==> config.mk <==
export PLATFORM = sky130hd
export DESIGN_NAME = scaled_integer_variance_core
export DESIGN_NICKNAME = d
export VERILOG_FILES = /design/src/hw/rtl/siv_pkg.sv /design/src/hw/rtl/scaled_integer_variance_core.sv /design/src/hw/rtl/siv_front.sv /design/src/hw/rtl/siv_queue.sv /design/src/hw/rtl/siv_back.sv
export VERILOG_INCLUDE_DIRS = /design/src /design/src/hw/rtl
export SDC_FILE = /design/constraint.sdc
export NUM_CORES = 2
export LEC_CHECK = 0
export BUFFER_PORTS_ARGS = -buffer_cell sky130_fd_sc_hd__buf_2
export CORE_UTILIZATION = 60
export CTS_BUF_LIST = sky130_fd_sc_hd__clkbuf_8
export CTS_CLUSTER_SIZE = 10
export DETAILED_ROUTE_END_ITERATION = 8
export PLACE_DENSITY = 0.86
export SLEW_MARGIN = 20
export SYNTH_ARGS = -nofsm -noshare
export SYNTH_HDL_FRONTEND = slang
export SYNTH_HIERARCHICAL = 1
export SYNTH_SLANG_ARGS = --single-unit
==> constraint.sdc <==
create_clock -name clk -period 22 [get_ports clk]
set_clock_uncertainty 0.15 [all_clocks]
set_input_delay 6.6 -clock clk [delete_from_list [all_inputs] [get_ports clk]]
set_output_delay 6.6 -clock clk [all_outputs]
set_load 0.02 [all_outputs]
==> src/hw/rtl/scaled_integer_variance_core_macros.svh <==
// Assertion macros shared by the variance core modules.
`ifndef SCALED_INTEGER_VARIANCE_CORE_MACROS_SVH
`define SCALED_INTEGER_VARIANCE_CORE_MACROS_SVH

// The condition must hold in the same cycle as the trigger.
`define SIV_ASSERT_NOW(label, ante, cons, msg) \
	label: assert property (@(posedge clk) disable iff (!arst_n) (ante) |-> (cons)) \
		else $error(msg);

// The condition must hold in the cycle after the trigger.
`define SIV_ASSERT_NEXT(label, ante, cons, msg) \
	label: assert property (@(posedge clk) disable iff (!arst_n) (ante) |=> (cons)) \
		else $error(msg);

`endif

==> src/hw/rtl/siv_pkg.sv <==
// Shared types and constants of the scaled variance core.
package siv_pkg;

	localparam int SIV_SCALE_W  = 16;
	localparam int SIV_RESULT_W = 63;
	localparam int SIV_COUNT_W  = 7;
	localparam int SIV_QDEPTH   = 4;

	typedef struct packed {
		logic almost_full;
		logic not_empty;
	} siv_qstat_t;

	typedef enum logic [2:0] {
		BK_IDLE,
		BK_MUL_NQ,
		BK_MUL_SS,
		BK_MUL_SC,
		BK_DIV
	} siv_bk_state_t;

endpackage

==> src/hw/rtl/scaled_integer_variance_core.sv <==
// Top level of the scaled population variance core.
// Usage:
// Words enter on start, sample_value and last_of_set and are taken at an edge where
// start is high and busy is low. One word can be taken every cycle while busy is low.
// A set is the run of words up to and including one with last_of_set high; words past
// MAX_ITEMS in a set are discarded and too_many is reported with the result.
// For each closed set one result word appears on variance_scaled, item_count and
// too_many, with done high for exactly one cycle; the receiver cannot hold it off.
// Once the marked word is taken, the closed set goes through the queue to the back
// end, whose serial shift-add multiplier and one-bit-per-cycle divider form the result;
// the divider yields a PW-bit quotient, where
// PW = max(64, 2*VALUE_BITS + 2*clog2(MAX_ITEMS+1) + 16). Sets are queued
// four deep, so accumulation of the next sets overlaps this work; busy rises only
// when that queue is close to full.
// The scale register is written through scale_factor_we and scale_factor; the user
// must write it only while the core is idle, which the block itself does not enforce.
// Reset clears the accumulators, the queue and the back end and sets the scale to
// one.
module scaled_integer_variance_core #(
	parameter int MAX_ITEMS  = 64,
	parameter int VALUE_BITS = 24
) (
	input  logic                                 clk,
	input  logic                                 arst_n,
	input  logic                                 start,
	output logic                                 busy,
	input  logic signed [VALUE_BITS-1:0]         sample_value,
	input  logic                                 last_of_set,
	input  logic                                 scale_factor_we,
	input  logic [siv_pkg::SIV_SCALE_W-1:0]      scale_factor,
	output logic                                 done,
	output logic [siv_pkg::SIV_RESULT_W-1:0]     variance_scaled,
	output logic [siv_pkg::SIV_COUNT_W-1:0]      item_count,
	output logic                                 too_many
);
	import siv_pkg::*;

	localparam int CW = $clog2(MAX_ITEMS + 1);
	localparam int SW = VALUE_BITS + CW;
	localparam int QW = 2 * VALUE_BITS - 2 + CW;
	localparam int DW = CW + SW + QW + 1;

	logic [SIV_SCALE_W-1:0] scale_q;
	logic                   take;
	siv_qstat_t             qstat;
	logic                   rec_push;
	logic [CW-1:0]          f_count;
	logic signed [SW-1:0]   f_sum;
	logic [QW-1:0]          f_sumsq;
	logic                   f_drop;
	logic                   rec_pop;
	logic [DW-1:0]          q_rdata;
	logic [CW-1:0]          b_count;
	logic signed [SW-1:0]   b_sum;
	logic [QW-1:0]          b_sumsq;
	logic                   b_drop;

	always_ff @(posedge clk or negedge arst_n) begin
		if (!arst_n) begin
			scale_q <= SIV_SCALE_W'(1);
		end else if (scale_factor_we) begin
			scale_q <= scale_factor;
		end
	end

	assign busy = qstat.almost_full;
	assign take = start && !busy;

	siv_front #(
		.MAX_ITEMS  (MAX_ITEMS),
		.VALUE_BITS (VALUE_BITS)
	) u_front (
		.clk          (clk),
		.arst_n       (arst_n),
		.take         (take),
		.sample_value (sample_value),
		.last_of_set  (last_of_set),
		.rec_push     (rec_push),
		.rec_count    (f_count),
		.rec_sum      (f_sum),
		.rec_sumsq    (f_sumsq),
		.rec_drop     (f_drop)
	);

	siv_queue #(
		.WIDTH (DW)
	) u_queue (
		.clk    (clk),
		.arst_n (arst_n),
		.push   (rec_push),
		.wdata  ({f_count, f_sum, f_sumsq, f_drop}),
		.pop    (rec_pop),
		.rdata  (q_rdata),
		.qstat  (qstat)
	);

	assign {b_count, b_sum, b_sumsq, b_drop} = q_rdata;

	siv_back #(
		.MAX_ITEMS  (MAX_ITEMS),
		.VALUE_BITS (VALUE_BITS)
	) u_back (
		.clk             (clk),
		.arst_n          (arst_n),
		.qstat           (qstat),
		.pop             (rec_pop),
		.rec_count       (b_count),
		.rec_sum         (b_sum),
		.rec_sumsq       (b_sumsq),
		.rec_drop        (b_drop),
		.scale_factor    (scale_q),
		.done            (done),
		.variance_scaled (variance_scaled),
		.item_count      (item_count),
		.too_many        (too_many)
	);

endmodule

==> src/hw/rtl/siv_front.sv <==
// Front end: squares each word, accumulates the set and closes it on the marked word.
module siv_front #(
	parameter int MAX_ITEMS  = 64,
	parameter int VALUE_BITS = 24,
	localparam int CW = $clog2(MAX_ITEMS + 1),
	localparam int SW = VALUE_BITS + CW,
	localparam int QW = 2 * VALUE_BITS - 2 + CW
) (
	input  logic                  clk,
	input  logic                  arst_n,
	input  logic                  take,
	input  logic signed [VALUE_BITS-1:0] sample_value,
	input  logic                  last_of_set,
	output logic                  rec_push,
	output logic [CW-1:0]         rec_count,
	output logic signed [SW-1:0]  rec_sum,
	output logic [QW-1:0]         rec_sumsq,
	output logic                  rec_drop
);
	import siv_pkg::*;

	localparam int SQW = 2 * VALUE_BITS - 1;

	logic [VALUE_BITS-1:0]         mag;
	logic [2*VALUE_BITS-1:0]       prod;
	logic                          v_s1;
	logic                          last_s1;
	logic signed [VALUE_BITS-1:0]  val_s1;
	logic [SQW-1:0]                sq_s1;
	logic [CW-1:0]                 count_q;
	logic signed [SW-1:0]          sum_q;
	logic [QW-1:0]                 sumsq_q;
	logic                          drop_q;
	logic                          room;

	always_comb begin
		mag  = sample_value[VALUE_BITS-1] ? VALUE_BITS'(-sample_value) : VALUE_BITS'(sample_value);
		prod = (2*VALUE_BITS)'(mag) * (2*VALUE_BITS)'(mag);
	end

	always_ff @(posedge clk or negedge arst_n) begin
		if (!arst_n) begin
			v_s1 <= 1'b0;
		end else begin
			v_s1 <= take;
		end
	end

	always_ff @(posedge clk) begin
		if (take) begin
			last_s1 <= last_of_set;
			val_s1  <= sample_value;
			sq_s1   <= prod[SQW-1:0];
		end
	end

	always_comb begin
		room      = count_q < CW'(MAX_ITEMS);
		rec_push  = v_s1 && last_s1;
		rec_count = room ? count_q + CW'(1) : count_q;
		rec_sum   = room ? sum_q + SW'(val_s1) : sum_q;
		rec_sumsq = room ? sumsq_q + QW'(sq_s1) : sumsq_q;
		rec_drop  = drop_q || !room;
	end

	always_ff @(posedge clk or negedge arst_n) begin
		if (!arst_n) begin
			count_q <= '0;
			sum_q   <= '0;
			sumsq_q <= '0;
			drop_q  <= 1'b0;
		end else if (v_s1) begin
			if (last_s1) begin
				count_q <= '0;
				sum_q   <= '0;
				sumsq_q <= '0;
				drop_q  <= 1'b0;
			end else begin
				count_q <= rec_count;
				sum_q   <= rec_sum;
				sumsq_q <= rec_sumsq;
				drop_q  <= rec_drop;
			end
		end
	end

endmodule

==> src/hw/rtl/siv_queue.sv <==
// Short queue of closed sets between the front end and the back end.
`include "scaled_integer_variance_core_macros.svh"

module siv_queue #(
	parameter int WIDTH = 93
) (
	input  logic              clk,
	input  logic              arst_n,
	input  logic              push,
	input  logic [WIDTH-1:0]  wdata,
	input  logic              pop,
	output logic [WIDTH-1:0]  rdata,
	output siv_pkg::siv_qstat_t qstat
);
	import siv_pkg::*;

	localparam int AW = $clog2(SIV_QDEPTH);
	localparam int FW = $clog2(SIV_QDEPTH + 1);

	logic [WIDTH-1:0] slot_q [SIV_QDEPTH];
	logic [AW-1:0]    wr_ptr_q;
	logic [AW-1:0]    rd_ptr_q;
	logic [FW-1:0]    fill_q;

	always_ff @(posedge clk) begin
		if (push) begin
			slot_q[wr_ptr_q] <= wdata;
		end
	end

	always_ff @(posedge clk or negedge arst_n) begin
		if (!arst_n) begin
			wr_ptr_q <= '0;
			rd_ptr_q <= '0;
			fill_q   <= '0;
		end else begin
			if (push) begin
				wr_ptr_q <= (wr_ptr_q == AW'(SIV_QDEPTH - 1)) ? '0 : wr_ptr_q + AW'(1);
			end
			if (pop) begin
				rd_ptr_q <= (rd_ptr_q == AW'(SIV_QDEPTH - 1)) ? '0 : rd_ptr_q + AW'(1);
			end
			case ({push, pop})
				2'b10:   fill_q <= fill_q + FW'(1);
				2'b01:   fill_q <= fill_q - FW'(1);
				default: fill_q <= fill_q;
			endcase
		end
	end

	always_comb begin
		rdata             = slot_q[rd_ptr_q];
		qstat.not_empty   = fill_q != '0;
		qstat.almost_full = fill_q >= FW'(SIV_QDEPTH - 1);
	end

	`SIV_ASSERT_NOW(a_no_overflow, push && !pop, fill_q != FW'(SIV_QDEPTH), "queue written while full")
	`SIV_ASSERT_NOW(a_no_underflow, pop, fill_q != '0, "queue read while empty")

endmodule

==> src/hw/rtl/siv_back.sv <==
// Back end: serial multiplies and a restoring divide that turn a closed set into its result.
`include "scaled_integer_variance_core_macros.svh"

module siv_back #(
	parameter int MAX_ITEMS  = 64,
	parameter int VALUE_BITS = 24,
	localparam int CW = $clog2(MAX_ITEMS + 1),
	localparam int SW = VALUE_BITS + CW,
	localparam int QW = 2 * VALUE_BITS - 2 + CW
) (
	input  logic                  clk,
	input  logic                  arst_n,
	input  siv_pkg::siv_qstat_t   qstat,
	output logic                  pop,
	input  logic [CW-1:0]         rec_count,
	input  logic signed [SW-1:0]  rec_sum,
	input  logic [QW-1:0]         rec_sumsq,
	input  logic                  rec_drop,
	input  logic [siv_pkg::SIV_SCALE_W-1:0]  scale_factor,
	output logic                  done,
	output logic [siv_pkg::SIV_RESULT_W-1:0] variance_scaled,
	output logic [siv_pkg::SIV_COUNT_W-1:0]  item_count,
	output logic                  too_many
);
	import siv_pkg::*;

	localparam int PWRAW = 2 * VALUE_BITS + 2 * CW + SIV_SCALE_W;
	localparam int PW    = (PWRAW > 64) ? PWRAW : 64;
	localparam int MW    = (SW > SIV_SCALE_W) ? SW : SIV_SCALE_W;
	localparam int NW    = 2 * CW;
	localparam int RW    = NW + 1;
	localparam int DCW   = $clog2(PW + 1);

	siv_bk_state_t state_q, state_nx;

	logic [CW-1:0]  n_q;
	logic [NW-1:0]  nsq_q;
	logic           drop_q;
	logic [SW-1:0]  sabs_q;
	logic [PW-1:0]  prod_nq_q;
	logic [PW-1:0]  acc_q;
	logic [PW-1:0]  mcand_q;
	logic [MW-1:0]  mplier_q;
	logic [RW-1:0]  rem_q;
	logic [DCW-1:0] div_cnt_q;
	logic           done_q;
	logic [SIV_RESULT_W-1:0] result_q;
	logic [SIV_COUNT_W-1:0]  count_q;
	logic           too_many_q;

	logic [SW-1:0]  sabs;
	logic           mul_done;
	logic [PW-1:0]  mul_sum;
	logic [RW-1:0]  trial;
	logic           fits;
	logic [RW-1:0]  rem_nx;
	logic [PW-1:0]  quo_nx;
	logic [SIV_RESULT_W-1:0] sat;
	logic           div_last;

	always_comb begin
		sabs     = rec_sum[SW-1] ? SW'(-rec_sum) : SW'(rec_sum);
		mul_done = mplier_q == '0;
		mul_sum  = mplier_q[0] ? acc_q + mcand_q : acc_q;
		trial    = {rem_q[RW-2:0], acc_q[PW-1]};
		fits     = trial >= RW'(nsq_q);
		rem_nx   = fits ? trial - RW'(nsq_q) : trial;
		quo_nx   = {acc_q[PW-2:0], fits};
		sat      = (|quo_nx[PW-1:SIV_RESULT_W]) ? {SIV_RESULT_W{1'b1}}
		                                        : quo_nx[SIV_RESULT_W-1:0];
		div_last = div_cnt_q == DCW'(1);
	end

	always_comb begin
		state_nx = state_q;
		pop      = 1'b0;
		unique case (state_q)
			BK_IDLE: begin
				if (qstat.not_empty) begin
					pop      = 1'b1;
					state_nx = BK_MUL_NQ;
				end
			end
			BK_MUL_NQ: begin
				if (mul_done) state_nx = BK_MUL_SS;
			end
			BK_MUL_SS: begin
				if (mul_done) state_nx = BK_MUL_SC;
			end
			BK_MUL_SC: begin
				if (mul_done) state_nx = BK_DIV;
			end
			BK_DIV: begin
				if (div_last) state_nx = BK_IDLE;
			end
			default: state_nx = BK_IDLE;
		endcase
	end

	always_ff @(posedge clk or negedge arst_n) begin
		if (!arst_n) begin
			state_q <= BK_IDLE;
			done_q  <= 1'b0;
		end else begin
			state_q <= state_nx;
			done_q  <= (state_q == BK_DIV) && div_last;
		end
	end

	always_ff @(posedge clk) begin
		case (state_q)
			BK_IDLE: begin
				if (qstat.not_empty) begin
					n_q      <= rec_count;
					nsq_q    <= NW'(rec_count) * NW'(rec_count);
					drop_q   <= rec_drop;
					sabs_q   <= sabs;
					mcand_q  <= PW'(rec_sumsq);
					mplier_q <= MW'(rec_count);
					acc_q    <= '0;
				end
			end
			BK_MUL_NQ, BK_MUL_SS, BK_MUL_SC: begin
				if (!mul_done) begin
					acc_q    <= mul_sum;
					mcand_q  <= mcand_q << 1;
					mplier_q <= mplier_q >> 1;
				end else if (state_q == BK_MUL_NQ) begin
					prod_nq_q <= acc_q;
					mcand_q   <= PW'(sabs_q);
					mplier_q  <= MW'(sabs_q);
					acc_q     <= '0;
				end else if (state_q == BK_MUL_SS) begin
					mcand_q  <= prod_nq_q - acc_q;
					mplier_q <= MW'(scale_factor);
					acc_q    <= '0;
				end else begin
					rem_q     <= '0;
					div_cnt_q <= DCW'(PW);
				end
			end
			BK_DIV: begin
				acc_q     <= quo_nx;
				rem_q     <= rem_nx;
				div_cnt_q <= div_cnt_q - DCW'(1);
				if (div_last) begin
					result_q   <= sat;
					count_q    <= SIV_COUNT_W'(n_q);
					too_many_q <= drop_q;
				end
			end
			default: ;
		endcase
	end

	assign done            = done_q;
	assign variance_scaled = result_q;
	assign item_count      = count_q;
	assign too_many        = too_many_q;

	`SIV_ASSERT_NEXT(a_done_single, done_q, !done_q, "result strobe held for two cycles")
	`SIV_ASSERT_NEXT(a_pop_starts, pop, state_q == BK_MUL_NQ, "set taken without starting work")

endmodule

# ---- Yosys cells after proc, flatten, opt, wreduce, memory -nomap -nowiden
# Memories as Yosys holds them, arrays and structs flattened.
# Cells that the tools add are included.
dict set report classes {
  reduce_logical 22
  mux 47
  eq_ne 19
  mul 2
  magnitude_cmp 3
  n_addsub 13
}
# cell n
set ops {}
lappend ops {{two-way mux 78 bit} 9}
lappend ops {{one-hot mux 78 bit (3 select lines)} 1}
lappend ops {{two-way mux 31 bit} 6}
lappend ops {{one-hot mux 78 bit (2 select lines)} 1}
lappend ops {{two-way mux 53 bit} 2}
lappend ops {{adder 78 bit} 1}
lappend ops {{subtractor 78 bit} 1}
lappend ops {{one-hot mux 31 bit (2 select lines)} 1}
lappend ops {{two-way mux 14 bit} 4}
lappend ops {{adder 53 x 47 -> 53 bit} 1}
lappend ops {{multiplier 24 x 24 -> 47 bit} 1}
lappend ops {{two-way mux 7 bit} 5}
lappend ops {{adder 31 x 24 -> 31 bit} 1}
lappend ops {{zero test 31 bit} 1}
lappend ops {{negator 31 bit} 1}
lappend ops {{two-way mux 30 bit} 1}
lappend ops {{one-hot mux 14 bit (2 select lines)} 1}
lappend ops {{two-way mux 24 bit} 1}
lappend ops {{negator 24 bit} 1}
lappend ops {{>= comparator 15 x 14 -> 1 bit} 1}
lappend ops {{two-way mux 3 bit} 5}
lappend ops {{one-hot mux 3 bit (5 select lines)} 1}
lappend ops {{OR reduction 15 bit} 1}
lappend ops {{multiplier 7 x 7 -> 14 bit} 1}
lappend ops {{33 further kinds} 57}
dict set report word_totals {
  mem_count 1
  inputBits 45
  reg_bits 602
  wordCells 135
  out_inout_bits 73
  ram_bits 368
}
# name words width rd rd_clocked_by_memory_dff write_ports line_no
set memory_table {}
lappend memory_table {u_queue.slot_q 4 92 1 0 1 siv_queue.sv:20} ;# logic [WIDTH-1:0] slot_q [SIV_QDEPTH];

# ---- Depth between registers and ports, before layout
dict set report logic_depth {
  word_depth 5
  depth_mapped 39
  depth_no_buf 36
}

# ---- Cells and area by module
# The synthesis kept the hierarchy.
# mod n_inst seq_area_each_um2 area_each_um2 cells_per_inst
set by_module_without_submodules {}
lappend by_module_without_submodules {siv_back 1 12351.8 28045.6 2913}
lappend by_module_without_submodules {siv_front 1 4429.2 26884.5 2924}
lappend by_module_without_submodules {siv_queue 1 11225.8 13756.9 519}
lappend by_module_without_submodules {scaled_integer_variance_core 1 401.6 656.9 35}

# ---- Worst setup path after synthesis
# No wires, ideal clock.
dict set report synth_path {
  path_kind {input port to flip-flop}
  startpoint {input sample_value[0]}
  endpoint {register u_front.sq_s1[44] (data pin)}
  path_buffers 3
  stages 32
  required_ns 21.589
  setup_time_ns 0.261
  arrival_time_ns 15.181
  setup_slack_ns 6.408
  cell_sequence {clkbuf_1 -> inv_1 -> clkbuf_1 -> ha_1 -> nand2_1 -> or3_1 -> nand2b_4 -> or3_2 -> o41ai_1 -> xnor2_1 -> clkbuf_1 -> nand2_1 -> fa_1 -> inv_1 -> fa_1 -> fa_1 -> inv_1 -> fa_1 -> fa_1 -> inv_1 -> fa_1 -> fa_1 -> ha_1 -> a21o_1 -> a21o_1 -> a21oi_1 -> o21ai_0 -> a221oi_1 -> nand2_1 -> o41ai_1 -> o21ai_0 -> a311o_1}
}
dict set report synth_via {
  elab_chain_len 3
}
# element line_no
set synth_rtl {}
lappend synth_rtl {{start: declaration} scaled_integer_variance_core.sv:27} ;# input logic signed [VALUE_BITS-1:0] sample_value,
lappend synth_rtl {{negator 24 bit} siv_front.sv:37} ;# mag = sample_value[VALUE_BITS-1] ? VALUE_BITS'(-sample_value) : VALUE_BITS'(sample_value);
lappend synth_rtl {{two-way mux 24 bit *} siv_front.sv:37}
lappend synth_rtl {{multiplier 24 x 24 -> 47 bit *} siv_front.sv:38} ;# prod = (2*VALUE_BITS)'(mag) * (2*VALUE_BITS)'(mag);
lappend synth_rtl {{net u_front.prod[44]} siv_front.sv:25} ;# logic [2*VALUE_BITS-1:0] prod;
lappend synth_rtl {{end signal: assignment} siv_front.sv:53} ;# sq_s1 <= prod[SQW-1:0];
lappend synth_rtl {{end: declaration} siv_front.sv:29} ;# logic [SQW-1:0] sq_s1;
# The timed path passes the listed nets; every way through them passes the cells marked *.
# A chain may end at the register's enable or synchronous reset.

# ---- Worst setup path after layout
dict set report layout_path {
  startpoint {input sample_value[0]}
  endpoint {register u_front.sq_s1[43] (data pin)}
}
# Same word-level chain as after synthesis.

==> impl_results.md <==
* Final setup fails at 0
* WP buf/inv at 6
* Number of iterations in the first detailed-routing pass at 8
* WL final at 184000 µm
* Core ar. at 0.115 mm²
* Gr ovfl total at 0
* Async S/R FF share, synth at 12.4%
* Slowest CP cell: fa_1
* Worst Hold Class: reg -> reg
* Initial Util at 60.6%
* Chip height at 342 µm
* CP endpoint kind: register
* TritonCTS Buffers at 158
* Met1 Resource Use GR at 40.9%
* Status: finished with violations
* Critical Path Start Type: input port
* Crit-path max FO at 16
* Syn Inst Count at 6391
* FF-to-FF path depth at 20
* Primary FF master, synth: edfxtp_1
* CTS tree: yes
* Number of buffers added on ports at 117
* Vias per inst at 6.31
* FF+latch count, synth at 966
* Hold Path Depth at 0
* Rows at 124
* Vias in the first global route at 51800
* I/O pins at 118
* Yosys cell types at 124
* Register area share after synthesis at 41.0%
* Filler cell count at 8406
* Sum Neg Setup Slack at 0 ns
* First-pass GRT wire length at 284000 µm
* CTS H-tree lvls at 4
* Synth-to-Final Area Change at 7.44%
* Max-cap violations at 0
* Worst-Skew Late Latency at 0.88 ns
* EDFF count, synth at 846
* Die width at 342 µm
* Synth Warn # at 6
* Synth top area share at 36.6%
* CP Depth at 32
* Postcts setup bufs at 0
* Clock slew at reported path FFs at 0.06 ns
* Worst path max stage delay at 0.56 ns
* Fin. Hold Viols at 0
* Hold-fix buffers, CTS at 0
* GRT met3 Usage at 5.53%
* Layout Utilization at 65.1%
* Clock period minus final worst setup slack at 16.20 ns
* Crit path DAT at 16.65 ns
* Total GRT Usage at 31.4%
* GPL Wtd Cong at 1.00
* Final period util at 73.7%
* Most used cell, CP: fa_1
* Number of gates resized after CTS at 0
* Slew Viols, Final at 0
* Residual DRC at 23
* Post-synth top area cell: edfxtp_1
* Fmax at 0.0617 GHz
* Detailed Place HPWL at 137000 µm
* Wire per inst at 22.6 µm
* Clock tree root buffer cell: clkbuf_8
* Failing checks: DRC
* Clk sinks at 966
* Largest net degree at the start of global routing at 98
* GRT busiest layer: met2
* Mean post-synth cell area at 10.9 µm²
* Clock tree buffer depth at 3
* Slew headroom at 22.2%
* Worst-Margin Slew at 1.17 ns
* Detail Route Antenna Nets at 0
* Met2 usage at 51.6%
* Req. time, crit path at 22.44 ns
* Mapped Area at 0.0693 mm²
* RSZ-0062 raised after global routing: no
* DR vias at 51300
* Synth top area cells: edfxtp_1 (37%), fa_1 (13%), ha_1 (8.1%)
* Die ar. at 0.117 mm²
* Antenna violations before repair at 6
* CP Class: in -> reg
* Layout cells sized above 1 at 9.61%
* Nets at 7421
* CP delay by family, top: adder cells
* First DRT Iteration DRCs at 5743
## path summary, 6_finish.rpt
path	endpoint	slack, ns	start
worst min-delay path	u_back/item_count[3]	0.27	u_back/n_q[3]
worst min register to register	u_back/item_count[3]	0.27	u_back/n_q[3]
worst max-delay path	u_front/sq_s1[43]	5.80	sample_value[0]
min in group asynchronous	u_front/sumsq_q[7]	5.66	arst_n
worst max register to register	u_back/nsq_q[13]	15.47	u_queue/rd_ptr_q[0]
max in group asynchronous	u_front/sumsq_q[52]	14.79	arst_n
## state kept, by name, summed over array words and instances (netlist names), 12 cells and up
| register | cells |
|---|---|
| u_front/sq_s1 | 45 |
| u_back/nsq_q | 12 |
| u_back/prod_nq_q | 78 |
| scale_q | 16 |
| u_back/mplier_q | 31 |
| u_front/sumsq_q | 53 |
| u_front/sum_q | 31 |
| u_front/val_s1 | 24 |
| u_back/mcand_q | 78 |
| u_back/rem_q | 14 |
| u_back/variance_scaled | 63 |
| u_queue/slot_q | 368 |
| u_back/sabs_q | 31 |
| u_back/acc_q | 78 |
## synthesized netlist by cell type, types with 59 or more instances
master,number
a21oi_1,388
nand2_1,659
edfxtp_1,846
nand3_1,75
and3_1,59
o21ai_0,355
mux4_2,92
fa_1,439
nand4_1,63
dfrtp_1,119
ha_1,449
inv_1,772
a22o_1,63
xor2_1,132
a21o_1,162
xnor2_1,213
nor2_1,349
clkbuf_1,202
o22ai_1,76
## metrics by stage
step | hold WS, ns | instances | cell area [µm²] | setup slack, ns
floorplan | 0.250 | 6406 | 69400 | 6.41
global placement | 0.252 | 7839 | 71300 | 5.60
detailed placement | 0.255 | 7839 | 71300 | 5.23
CTS | 0.272 | 8128 | 74500 | 6.06
global route | 0.277 | 8133 | 74500 | 5.35
finish | 0.267 | 8133 | 74500 | 5.80
## area by class of cell
type | count | area [µm²] | area share (%)
Inverter | 778 | 2920 | 3.92
Tap cell | 1512 | 1890 | 2.54
Antenna cell | 4 | 10.0 | 0.0134
Clock inverter | 118 | 792 | 1.06
Timing Repair Buffer | 174 | 1030 | 1.39
Sequential cell | 966 | 28400 | 38.1
Clock buffer | 171 | 2350 | 3.16
Multi-Input combinational cell | 4410 | 37100 | 49.8
## routing by layer
layer  part of all wire (%)  vias to the layer above
met1                     39                    25000
met2                     47                     2986
met4                    4.4                        6
li1                       -                    22800
met5                  0.022                        -
met3                    9.7                      528
## kinds of logic after synthesis
logic type | Yosys count | share of synthesized area [%]
simple gates | 1518 | 10.1
compound gates | 1505 | 14.1
buf+inv | 1030 | 5.86
flops | 966 | 41.0
fa+ha+maj | 888 | 20.8
xor+xnor | 346 | 4.40
mux | 136 | 3.74
other cells | 2 | 0.0108
## cell usage in the layout, fill, tap and decap left out, drive strengths merged, types with 132 or more instances in the layout
cell and instances:
nand2 661, nor2 351, fa 439, a21o 162
a21oi 392, buf 174, edfxtp 846, o21ai 388
ha 449, inv 841, xor2 132, xnor2 214
clkbuf 171
Power is not shown: default switching activity piles up to over one toggle a cycle in this logic, so the estimate is an artifact.
